**src/sv/vn3_pkg.sv**
```systemverilog
`timescale 1ns / 1ps
`default_nettype none
// ============================================================================
// vn3_pkg: shared types and constants for the 3D value-noise pipeline
// Field widths, hash constants, pipeline depth and the stage enable bundle.
// ============================================================================
package vn3_pkg;

    localparam int FRACTION_BITS_DEF = 16;

    localparam int COORD_W     = 32;
    localparam int FRAC_W      = 16;
    localparam int WEIGHT_W    = 17;
    localparam int CELL_W      = 24;
    localparam int HASH_W      = 12;
    localparam int NOISE_W     = 16;
    localparam int NUM_AXES    = 3;
    localparam int NUM_CORNERS = 8;

    localparam int FRONT_STAGES = 8;
    localparam int LERP_STAGES  = 6;
    localparam int NUM_STAGES   = FRONT_STAGES + LERP_STAGES;

    // Lattice primes and the hash modulus.
    localparam logic [6:0]  PRIME_X  = 7'd19;
    localparam logic [6:0]  PRIME_Y  = 7'd47;
    localparam logic [6:0]  PRIME_Z  = 7'd101;
    localparam logic [12:0] HASH_MOD = 13'd4093;

    // 2^24 mod 4093, used to make the residue of a negative cell Euclidean.
    localparam logic [12:0] CELL_WRAP = 13'd9;

    // m*65536/4093 = 16*m + (48*m + 2046)/4093; the second quotient comes from
    // a multiply by ceil(2^30/4093), exact over the whole range of m.
    localparam logic [5:0]  HASH_SCALE  = 6'd48;
    localparam logic [10:0] HASH_ROUND  = 11'd2046;
    localparam logic [18:0] HASH_RECIP  = 19'd262337;
    localparam int          RECIP_SHIFT = 30;

    typedef logic signed [COORD_W-1:0] coord_t;
    typedef logic [HASH_W-1:0]         hash_t;
    typedef logic [WEIGHT_W-1:0]       weight_t;
    typedef logic signed [NOISE_W-1:0] sample_t;
    typedef logic [NUM_CORNERS-1:0][NOISE_W-1:0] corner_vec_t;

    typedef struct packed {
        logic [LERP_STAGES-1:0]  back_en;
        logic [FRONT_STAGES-1:0] front_en;
    } stage_en_t;

endpackage
`default_nettype wire

```
**src/sv/vn3_pipe_ctrl.sv**
```systemverilog
`timescale 1ns / 1ps
`default_nettype none
// ============================================================================
// vn3_pipe_ctrl: valid bits and load enables of the noise pipeline
// One valid bit per stage; a stage loads when it is empty or its successor
// loads, so bubbles are squeezed out and a stall drops nothing.
// ============================================================================
module vn3_pipe_ctrl (
    input  logic               clk,
    input  logic               rst_n,
    input  logic               point_valid,
    output logic               point_ready,
    output logic               noise_valid,
    input  logic               noise_ready,
    output vn3_pkg::stage_en_t stage_en
);
    import vn3_pkg::*;

    logic [NUM_STAGES-1:0] valid_reg;
    logic [NUM_STAGES-1:0] valid_next;
    logic [NUM_STAGES-1:0] en;

    // A stage may load if the output side is ready or some stage at or after
    // it is empty.
    always_comb
    begin
        for (int k = 0; k < NUM_STAGES; k++)
        begin
            en[k] = noise_ready ||
                    ((valid_reg | NUM_STAGES'((64'd1 << k) - 64'd1)) != '1);
        end
    end

    always_comb
    begin
        valid_next[0] = en[0] ? point_valid : valid_reg[0];
        for (int k = 1; k < NUM_STAGES; k++)
        begin
            valid_next[k] = en[k] ? valid_reg[k-1] : valid_reg[k];
        end
    end

    always_ff @(posedge clk or negedge rst_n)
    begin
        if (!rst_n)
        begin
            valid_reg <= '0;
        end
        else
        begin
            valid_reg <= valid_next;
        end
    end

    assign point_ready       = en[0];
    assign noise_valid       = valid_reg[NUM_STAGES-1];
    assign stage_en.front_en = en[FRONT_STAGES-1:0];
    assign stage_en.back_en  = en[NUM_STAGES-1:FRONT_STAGES];

    logic in_acc;
    logic out_acc;
    assign in_acc  = point_valid && point_ready;
    assign out_acc = noise_valid && noise_ready;

    // Words in flight change only by what enters and what leaves.
    a_conserve: assert property (@(posedge clk) disable iff (!rst_n)
        $past(rst_n) |-> ($countones(valid_reg) ==
            $countones($past(valid_reg)) + $past(in_acc) - $past(out_acc)))
        else $error("pipeline word count does not match handshakes");

    // An accepted word lands in the first stage.
    a_enter: assert property (@(posedge clk) disable iff (!rst_n)
        $past(rst_n) && $past(in_acc) |-> valid_reg[0])
        else $error("accepted word missing from first stage");

    // A full first stage that cannot move keeps its word.
    a_hold: assert property (@(posedge clk) disable iff (!rst_n)
        valid_reg[0] && !en[0] |=> valid_reg[0])
        else $error("stalled first stage lost its word");

endmodule
`default_nettype wire

```
**config.mk**
```make
export PLATFORM = sky130hd
export DESIGN_NAME = vn3_pipe_ctrl
export DESIGN_NICKNAME = d
export VERILOG_FILES = /design/src/sv/vn3_pkg.sv /design/src/sv/vn3_pipe_ctrl.sv
export SDC_FILE = /design/constraint.sdc
export NUM_CORES = 1
export LEC_CHECK = 0
export CAP_MARGIN = 20
export CORE_UTILIZATION = 29
export DETAILED_ROUTE_END_ITERATION = 12
export DONT_BUFFER_PORTS = 1
export GPL_ROUTABILITY_DRIVEN = 0
export SYNTH_ARGS = -nofsm -noshare
export SYNTH_HDL_FRONTEND = slang
export SYNTH_SLANG_ARGS = --single-unit
```
**constraint.sdc**
```tcl
create_clock -name clk -period 3.5 [get_ports clk]
set_clock_uncertainty 0.2 [all_clocks]
set_input_delay 0.525 -clock clk [delete_from_list [all_inputs] [get_ports clk]]
set_output_delay 0.525 -clock clk [all_outputs]
set_load 0.01 [all_outputs]
```
[Word level (Yosys, flattened, before mapping)]
Index checks and enable logic that the tools add are counted.
Storage, ports and cells
  bits in registers: 14
  input port bits: 4
  logic and storage cells: 42
Operators by class
  equality and inequality tests: 13
  bitwise logic cells: 1
  reductions and logical operators: 14
Operator list (number)
  $logic_or 1x1->1: 14
  $ne 14x14->1 const B: 1
  $ne 13x13->1 const B: 1
  $ne 12x12->1 const B: 1
  $ne 11x11->1 const B: 1
  $ne 10x10->1 const B: 1
  $ne 9x9->1 const B: 1
  $ne 8x8->1 const B: 1
  $ne 7x7->1 const B: 1
  $ne 6x6->1 const B: 1
  $ne 5x5->1 const B: 1
  $ne 4x4->1 const B: 1
  $ne 3x3->1 const B: 1
  $ne 2x2->1 const B: 1
  $not 1->1: 1

[Longest topological paths before layout]
Gate-level depths: netlist (run 1).
  depth after elaboration: 2
  mapped depth: 5

[Worst setup path before layout (run 1)]
Ideal clock, no wire load.
  kind: input port to output port
  start point: in noise_ready
  end point: out stage_en[4] in the netlist's numbering
  arrival time: 1.261 ns
  setup slack: 1.514 ns
  stages on the path: 3
  buffers on the path: 0
  path through: nand2b_2 > nor4_4 > nand4_1
RTL lines
  start: declaration: line vn3_pipe_ctrl.sv:14  | input logic noise_ready,
  end: declaration: line vn3_pipe_ctrl.sv:15  | output vn3_pkg::stage_en_t stage_en

==> impl_metrics.csv, run 1 <==
group,metric,value,unit
clock_network,cts_buffers,3,
final_layout,nNetsFinal,68,
setup_path,required,2770,ps
final_layout,syn2layout_area_growth,8.16,%
clock_network,root_buffer,"clkbuf_4",
timing,finalHoldViolations,0,
setup_path,r2r-end,"valid_reg[7]",
synthesis,synth_fp_nets,64,
setup_path,end_kind,"primary output",
final_layout,largest_reg_flops,14,
floorplanning,die_h,50.2,um
synthesis,syn_area,674,um^2
setup_path,crit_slowest_cell,"dfrtp_1",
timing,drv_slew,0,
pwr,peakVddDrop,0.193,mV
setup_path,reg2reg_slack,2020,ps
setup_path,r2r_cells,3,
clock_network,insertion_delay,270,ps
pwr,power_switching,0.000130,W
synthesis,synth-edff-count,0,
setup_path,path_max_fanout,4,
final_layout,drive_gt1_share,19.4,%
setup_path,reg2reg_from,"valid_reg[13]",
timing,setup_tns,0,ps
timing,layout_min_cycle_time,2270,ps
drt,vias_per_cell,5.01,
synthesis,yosys.area.top_type_share,51.9,%
place,detailed_place_hpwl,899,um
clock_network,h-tree-depth,1,
setup_path,worstPathCellList,"nand2b_2, nor4_4, nand4_1",
pwr,p_leak,0.297,nW
timing,setup_viol,0,
pwr,powerDensity,524,nW/um^2
global_route,grt_max_degree,15,
drt,finalWirelength,1200,um
clock_network,cts_tree,"yes",
synthesis,synth.most_common_cell,"dfrtp_1",
global_route,grt_usage,12.1,%
clock_network,post_cts_buffers,0,
synthesis,synth_flop_cell,"dfrtp_1",
outcome,status,"completed",
setup_path,cp.arrival,1540,ps
floorplanning,core_area,2210,um^2
place,io_buffer_count,0,
worst_hold_path,hold_start,"point_valid",
setup_path,criticalPathCategory,"register to primary output",
drt,wire_per_inst,13.3,um
setup_path,critPathLaunchType,"register",
worst_hold_path,min_to,"valid_reg[0]",
pwr,clkPwrFrac,22.8,%
synthesis,synth_cells,60,
synthesis,synth_seq_cells,14,
drt,drt-initial-drc-count,6,
synthesis,ys_async_sr_fraction,100,%
setup_path,max_stage_delay,500,ps
setup_path,path_delay_family,"simple AND/OR/NAND/NOR gates",
global_route,grt_pass1_vias,465,
timing,clock.fmax,441,MHz
timing,worstMarginPinSlew,627,ps
synthesis,synthTopCellsByCount,"dfrtp_1 (14), nand2_1 (7), a21o_1 (4), inv_1 (4), nand4_1 (4)",
global_route,antenna_found_initial,0,
pwr,combPwrFrac,22.6,%
timing,slew_headroom,58.0,%
floorplanning,start_util,30.5,%
synthesis,ys_warn_count,0,
drt,drt-pass1-iter-count,3,
clock_network,ctsLongestPathBuffers,2,
synthesis,ys_seq_area_share,51.9,%
setup_path,crit_buf_inv,0,
pwr,p_seq_share,54.6,%
final_layout,n_antenna_cell,0,
global_route,grt_pass1_wl,2180,um
clock_network,cts.repair.resized,0,
pwr,sw_frac_of_total,34.1,%
drt,via_count,451,
worst_hold_path,whs_path_depth,1,
pwr,intPower,0.000252,W
timing,finalCritPeriodShare,64.8,%
clock_network,cts.sink_count,14,
synthesis,synth_cell_types,24,
clock_network,path_clk_slew,80,ps
floorplanning,io_pins,20,
synthesis,synth.area.top_cells,"dfrtp_1 (52%), nor4_4 (6.3%), a21o_1 (4.5%), nand2_1 (3.9%), nand4_1 (3.7%)",
drt,postRouteAntennaNets,0,
timing,rsz0062_at_grt,"no",
synthesis,syn_area_per_cell,11.2,um^2
floorplanning,fp.dieW,50.2,um
global_route,gr-total-overflow,0,
floorplanning,rows,17,
worst_hold_path,hp-class,"input port to register",
floorplanning,dieArea,2520,um^2
timing,hold-worst-slack,138,ps
synthesis,synth_top_area_cell,"dfrtp_1",
job,cap_violations,0,
drt,drc,0,
[worst max-delay path by stage]
| stage | startpoint | endpoint | slack (ps) | cells after the start |
|---|---|---|---|---|
| floorplan | noise_ready | stage_en[4] | 1510 | 3 |
| global placement | noise_ready | stage_en[4] | 1440 | 3 |
| detailed placement | noise_ready | stage_en[4] | 1410 | 3 |
| CTS | valid_reg[13] | stage_en[4] | 1200 | 3 |
| global route | valid_reg[13] | stage_en[4] | 1120 | 3 |
| finish | valid_reg[13] | stage_en[4] | 1230 | 3 |
[layout make-up]
| cell class | instances | area [um^2] |
|---|---|---|
| clock buffers | 3 | 22.5 |
| fillers | 242 | 1480 |
| inverters | 4 | 15.0 |
| multi-input cells | 40 | 297 |
| flip-flops and latches | 14 | 350 |
| well taps | 28 | 35.0 |
| repair buffers | 1 | 10.0 |
[per-stage QoR]
step	total power, W	cell area, um^2	utilization, %	instances	setup WS, ps
after floorplan	0.000280	674	-	60	1510
after global placement	0.000293	697	31.5	86	1440
after detailed placement	0.000295	697	31.5	86	1410
after CTS	0.000388	729	33.0	90	1200
after global routing	0.000409	729	33.0	90	1120
final	0.000382	729	33.0	90	1230
[cells by family (layout without fill, tap and decap cells)]
logic type | count (synthesis) | count (layout) | synth area share, %
flops | 14 | 14 | 51.9
simple gates | 33 | 33 | 35.6
buf+inv | 6 | 8 | 4.08
compound gates | 7 | 7 | 8.35
[cells in the final DEF, fill, tap and decap left out, types with 2 or more instances in the layout]
master	n
inv_1	4
clkbuf_4	3
a31o_1	2
nand2_1	7
a21o_1	4
nand3_1	3
nor4_4	2
or2_1	3
nand4_1	4
nand2b_1	3
dfrtp_1	14
[timing repair]
action	in CTS	in global routing
hold endpoints to repair	14	0
hold buffers	1	0
setup endpoints to repair	0	0
[power by group through the flow]
stage          combinational, W  clock (W)  sequential, W
2_1_floorplan         0.0000792          0       0.000200
3_3_place_gp          0.0000823          0       0.000210
3_5_place_dp          0.0000840          0       0.000211
4_1_cts               0.0000881  0.0000920       0.000208
5_1_grt               0.0000962   0.000100       0.000213
6_report              0.0000862  0.0000870       0.000209
[metal layers]
layer  global-route usage (%)  vias to the layer above  share of wire (%)
li1                         -                      217                  -
met3                     2.73                        2                5.6
met5                        0                        -                  0
met1                     16.3                      216                 50
met2                     16.7                       16                 43
met4                     8.57                        0               0.75
Power figures use the tool's default switching activity.
==> run 2, diff against run 1 <==
==> constraint.sdc (replaced) <==
create_clock -name clk -period 2.2 [get_ports clk]
set_clock_uncertainty 0.2 [all_clocks]
set_input_delay 0.33 -clock clk [delete_from_list [all_inputs] [get_ports clk]]
set_output_delay 0.33 -clock clk [all_outputs]
set_load 0.01 [all_outputs]
==> impl_metrics.csv, run 2 (synthesis results as in run 1) <==
group,metric,value,unit
timing,finalHoldViolations,0,
floorplanning,dieArea,2520,um^2
clock_network,ctsLongestPathBuffers,2,
timing,slew_headroom,58.6,%
pwr,peakVddDrop,0.450,mV
timing,rsz0062_at_grt,"no",
setup_path,r2r-end,"valid_reg[3]",
global_route,grt_max_degree,15,
pwr,p_leak,0.308,nW
worst_hold_path,hold_start,"noise_ready",
job,cap_violations,0,
clock_network,post_cts_buffers,0,
setup_path,r2r_cells,3,
setup_path,reg2reg_slack,790,ps
worst_hold_path,hp-class,"input port to register",
place,io_buffer_count,0,
timing,layout_min_cycle_time,2000,ps
clock_network,root_buffer,"clkbuf_4",
clock_network,cts_tree,"yes",
setup_path,reg2reg_from,"valid_reg[12]",
floorplanning,rows,17,
global_route,grt_pass1_wl,2130,um
setup_path,crit_slowest_cell,"dfrtp_2",
clock_network,cts.sink_count,14,
place,detailed_place_hpwl,886,um
drt,postRouteAntennaNets,0,
place,place_inst,86,
drt,wire_per_inst,13.0,um
setup_path,required,1670,ps
final_layout,drive_gt1_share,21.9,%
timing,drv_slew,0,
global_route,antenna_found_initial,0,
timing,setup_tns,0,ps
floorplanning,core_area,2210,um^2
final_layout,nNetsFinal,69,
worst_hold_path,whs_path_depth,2,
final_layout,n_antenna_cell,0,
clock_network,h-tree-depth,1,
setup_path,cp.arrival,1470,ps
final_layout,mostFrequentLayoutCell,"dfrtp_1",
floorplanning,io_pins,20,
setup_path,cp-startpoint,"valid_reg[13]",
worst_hold_path,min_to,"valid_reg[11]",
final_layout,syn2layout_area_growth,11.9,%
setup_path,max_stage_delay,450,ps
global_route,grt_pass1_vias,468,
clock_network,path_clk_slew,90,ps
drt,drc,0,
drt,drt-initial-drc-count,8,
floorplanning,fp.dieW,50.2,um
drt,via_count,458,
setup_path,criticalPathCategory,"register to primary output",
timing,clock.fmax,501,MHz
timing,finalCritPeriodShare,90.7,%
setup_path,worstPathCellList,"nand2b_2, nor4_4, nand4_1",
timing,worstMarginPinSlew,619,ps
setup_path,critPathLaunchType,"register",
global_route,gr-total-overflow,0,
setup_path,end_kind,"primary output",
drt,drt-pass1-iter-count,2,
final_layout,largest_reg_flops,14,
floorplanning,start_util,30.5,%
floorplanning,die_h,50.2,um
final_layout,mostFrequentLayoutCells,"dfrtp_1 (13), nand2_1 (7), nand4_1 (4), inv_1 (4), a21o_1 (4)",
final_layout,final_cells,92,
setup_path,path_max_fanout,4,
clock_network,cts_buffers,3,
drt,finalWirelength,1200,um
global_route,grt_usage,11.9,%
timing,setup_viol,0,
outcome,status,"completed",
clock_network,insertion_delay,280,ps
pwr,powerDensity,866,nW/um^2
drt,vias_per_cell,4.98,
==> run 2: changes by cell type in the layout (fill, tap and decap cells not counted), sizes merged <==
cell / change
clkbuf: +1
dlygate4sd3: +1
==> run 2: critical path: cells and delay by family (launching register included) <==
family           cells  cell delay, ps
DFF                  1             450
and+or+nand+nor      3             740
==> run 2: cell type report <==
| type | count | area [um^2] |
|---|---|---|
| multi-input cells | 40 | 297 |
| clock buffers | 4 | 36.3 |
| flip-flops and latches | 14 | 352 |
| repair buffers | 2 | 20.0 |
| well taps | 28 | 35.0 |
| inverters | 4 | 15.0 |
| fillers | 244 | 1460 |
==> run 2: per-stage QoR <==
step / worst slack, ps / cell area [um^2] / util [%] / hold slack [ps] / total power [W]
floorplan: 520 / 674 / - / -166 / 0.000445
finish: 204 / 754 / 34.1 / 118 / 0.000653
CTS: 91.2 / 753 / 34.0 / 108 / 0.000664
global placement: 457 / 697 / 31.5 / -165 / 0.000466
detailed placement: 416 / 697 / 31.5 / -165 / 0.000468
global route: 75.0 / 754 / 34.1 / 100 / 0.000698
==> run 2: how the worst max path moves through the flow <==
stage,end,slack [ps],cells past startpoint
final,stage_en[4],200,3
after floorplan,stage_en[0],520,4
after global routing,stage_en[4],80,3
after global placement,stage_en[4],460,3
after detailed placement,stage_en[4],420,3
after CTS,stage_en[4],90,3
==> run 2: power by group <==
part / internal (W) / leakage [nW] / switching, W
combinational: 0.0000502 / 0.133 / 0.0000875
sequential: 0.000288 / 0.154 / 0.0000430
clock: 0.000101 / 0.0210 / 0.0000835
==> run 2: timing repair <==
action | in CTS | in global routing
endpoints found under the setup margin | 0 | 1
resized for setup | 0 | 1
hold buffers | 2 | 0
endpoints found under the hold margin | 15 | 0
==> run 2: layer usage <==
metal,up-vias,wire [um],GRT usage [%]
met5,-,0,0
met4,0,23,7.14
met3,4,97,6.06
met2,19,488,14.9
met1,218,590,15.9
li1,217,-,-
==> run 3, diff against run 2 <==
--- a/config.mk
+++ b/config.mk
@@ -5,6 +5,7 @@
 export SDC_FILE = /design/constraint.sdc
 export NUM_CORES = 1
 export LEC_CHECK = 0
+export ABC_AREA = 1
 export CAP_MARGIN = 20
 export CORE_UTILIZATION = 29
 export DETAILED_ROUTE_END_ITERATION = 12
==> impl_metrics.csv, run 3 <==
group,metric,value,unit
outcome,status,"completed",
place,detailed_place_hpwl,1030,um
synthesis,synth_top_family_by_area,"simple AND/OR/NAND/NOR gates",
setup_path,r2r_cells,6,
global_route,grt_pass1_wl,2190,um
setup_path,path_max_fanout,7,
pwr,powerDensity,1070,nW/um^2
synthesis,synthSimpleGateAreaFrac,36.7,%
clock_network,path_clk_slew,90,ps
timing,finalHoldViolations,0,
clock_network,cts.sink_count,14,
setup_path,required,1670,ps
synthesis,synth_seq_cells,14,
synthesis,synth.area.top_cells,"dfrtp_1 (51%), nand2_1 (14%), inv_1 (7.1%), nand3_1 (4.4%), nor2_1 (3.8%)",
floorplanning,fp.dieW,50.8,um
final_layout,mostFrequentLayoutCell,"nand2_1",
synthesis,synth-edff-count,0,
job,cap_violations,0,
final_layout,finalInstanceArea,773,um^2
setup_path,criticalPathCategory,"register to primary output",
setup_path,reg2reg_from,"valid_reg[13]",
synthesis,ys_seq_area_share,50.8,%
floorplanning,start_util,30.9,%
timing,drv_slew,0,
timing,setup_viol,0,
synthesis,synthTopCellsByCount,"nand2_1 (25), dfrtp_1 (14), inv_1 (13), nor2_1 (7), nand3_1 (6)",
global_route,gr-total-overflow,0,
setup_path,end_kind,"primary output",
synthesis,synth_cells,85,
worst_hold_path,whs_path_depth,3,
synthesis,synth_flop_cell,"dfrtp_1",
global_route,antenna_found_initial,0,
drt,wire_per_inst,11.0,um
place,io_buffer_count,0,
timing,layout_min_cycle_time,1970,ps
drt,postRouteAntennaNets,0,
setup_path,cp.arrival,1440,ps
final_layout,n_antenna_cell,0,
worst_hold_path,hold_start,"noise_ready",
clock_network,holdBufCountCts,2,
synthesis,syn_area_per_cell,8.11,um^2
final_layout,mostFrequentLayoutCells,"nand2_1 (25), dfrtp_1 (14), inv_1 (13), nor2_1 (7), nand3_1 (6)",
timing,worstMarginPinSlew,625,ps
timing,clock.fmax,509,MHz
floorplanning,die_h,50.8,um
place,place_inst,112,
floorplanning,rows,17,
synthesis,synth_top_area_cell,"dfrtp_1",
clock_network,cts_tree,"yes",
drt,drt-pass1-iter-count,4,
clock_network,insertion_delay,280,ps
final_layout,largest_reg_flops,14,
synthesis,synth_compound_area_share,3.27,%
synthesis,syn_area,689,um^2
worst_hold_path,min_to,"valid_reg[3]",
pwr,peakVddDrop,0.501,mV
drt,drc,0,
clock_network,ctsLongestPathBuffers,2,
clock_network,cts_buffers,3,
synthesis,synthAdderAreaFrac,0,%
setup_path,reg2reg_slack,850,ps
drt,vias_per_cell,4.54,
drt,via_count,536,
global_route,grt_max_degree,15,
timing,finalCritPeriodShare,89.4,%
pwr,p_leak,0.399,nW
synthesis,ys_async_sr_fraction,100,%
timing,hold-worst-slack,59.6,ps
synthesis,yosys.area.top_type_share,50.8,%
synthesis,synth.most_common_cell,"nand2_1",
final_layout,nNetsFinal,95,
final_layout,final_cells,118,
setup_path,critPathLaunchType,"register",
worst_hold_path,hp-class,"input port to register",
synthesis,ys_warn_count,0,
synthesis,synth_xor_area_share,0,%
floorplanning,core_area,2230,um^2
drt,finalWirelength,1290,um
clock_network,post_cts_buffers,0,
synthesis,synth_cell_types,15,
final_layout,drive_gt1_share,17.8,%
pwr,power,0.000826,W
synthesis,synth_fp_nets,89,
global_route,grt_usage,12.2,%
synthesis,synthMuxAreaShare,0,%
clock_network,root_buffer,"clkbuf_4",
timing,setup_tns,0,ps
place,placed_area,717,um^2
floorplanning,dieArea,2580,um^2
clock_network,cts.repair.resized,0,
final_layout,syn2layout_area_growth,12.2,%
setup_path,r2r-end,"valid_reg[6]",
drt,drt-initial-drc-count,3,
timing,rsz0062_at_grt,"no",
global_route,grt_pass1_vias,538,
floorplanning,io_pins,20,
timing,slew_headroom,58.2,%
clock_network,h-tree-depth,1,
[run 3: per-stage QoR]
stage,utilization (%),worst slack [ps]
final,34.6,234
after global routing,34.6,106
after CTS,34.6,215
after detailed placement,32.1,535
after global placement,32.1,546
after floorplan,-,495
[run 3: layer usage]
metal / vias to the layer above / routed length [um] / GRT usage, %
li1: 265 / - / -
met1: 248 / 534 / 13.0
met2: 17 / 593 / 18.2
met3: 6 / 119 / 6.06
met4: 0 / 45 / 9.72
met5: - / 0 / 0
[run 3: power by group]
group          leakage (nW)  internal, W  switching, W
Clock                0.0210     0.000101     0.0000854
Combinational         0.229    0.0000850      0.000202
Sequential            0.149     0.000305     0.0000473
Total                 0.399     0.000491      0.000335
[run 3: cell type report]
type                    count  area, um^2
fillers                   240        1460
flip-flops and latches     14         350
multi-input cells          55         275
inverters                  15        56.3
clock buffers               4        36.3
well taps                  28        35.0
repair buffers              2        20.0
[run 3: worst max path at each step]
stage	from	to	slack, ps
3_3_place_gp	valid_reg[13]	stage_en[0]	550
5_1_grt	valid_reg[13]	stage_en[0]	110
6_report	valid_reg[13]	stage_en[0]	230
2_1_floorplan	valid_reg[13]	stage_en[0]	500
3_5_place_dp	valid_reg[13]	stage_en[0]	530
4_1_cts	valid_reg[13]	stage_en[0]	220
[run 3: critical path, stage by stage (launching register included)]
cell and delay [ps]:
dfrtp_1 450, nand2_2 90, nor2_4 190, nand2_2 130, inv_2 100, nand3_1 200
[run 3: cell families after synthesis]
| logic type | after synthesis |
|---|---|
| flops | 14 |
| buf+inv | 16 |
| simple gates | 52 |
| compound gates | 3 |
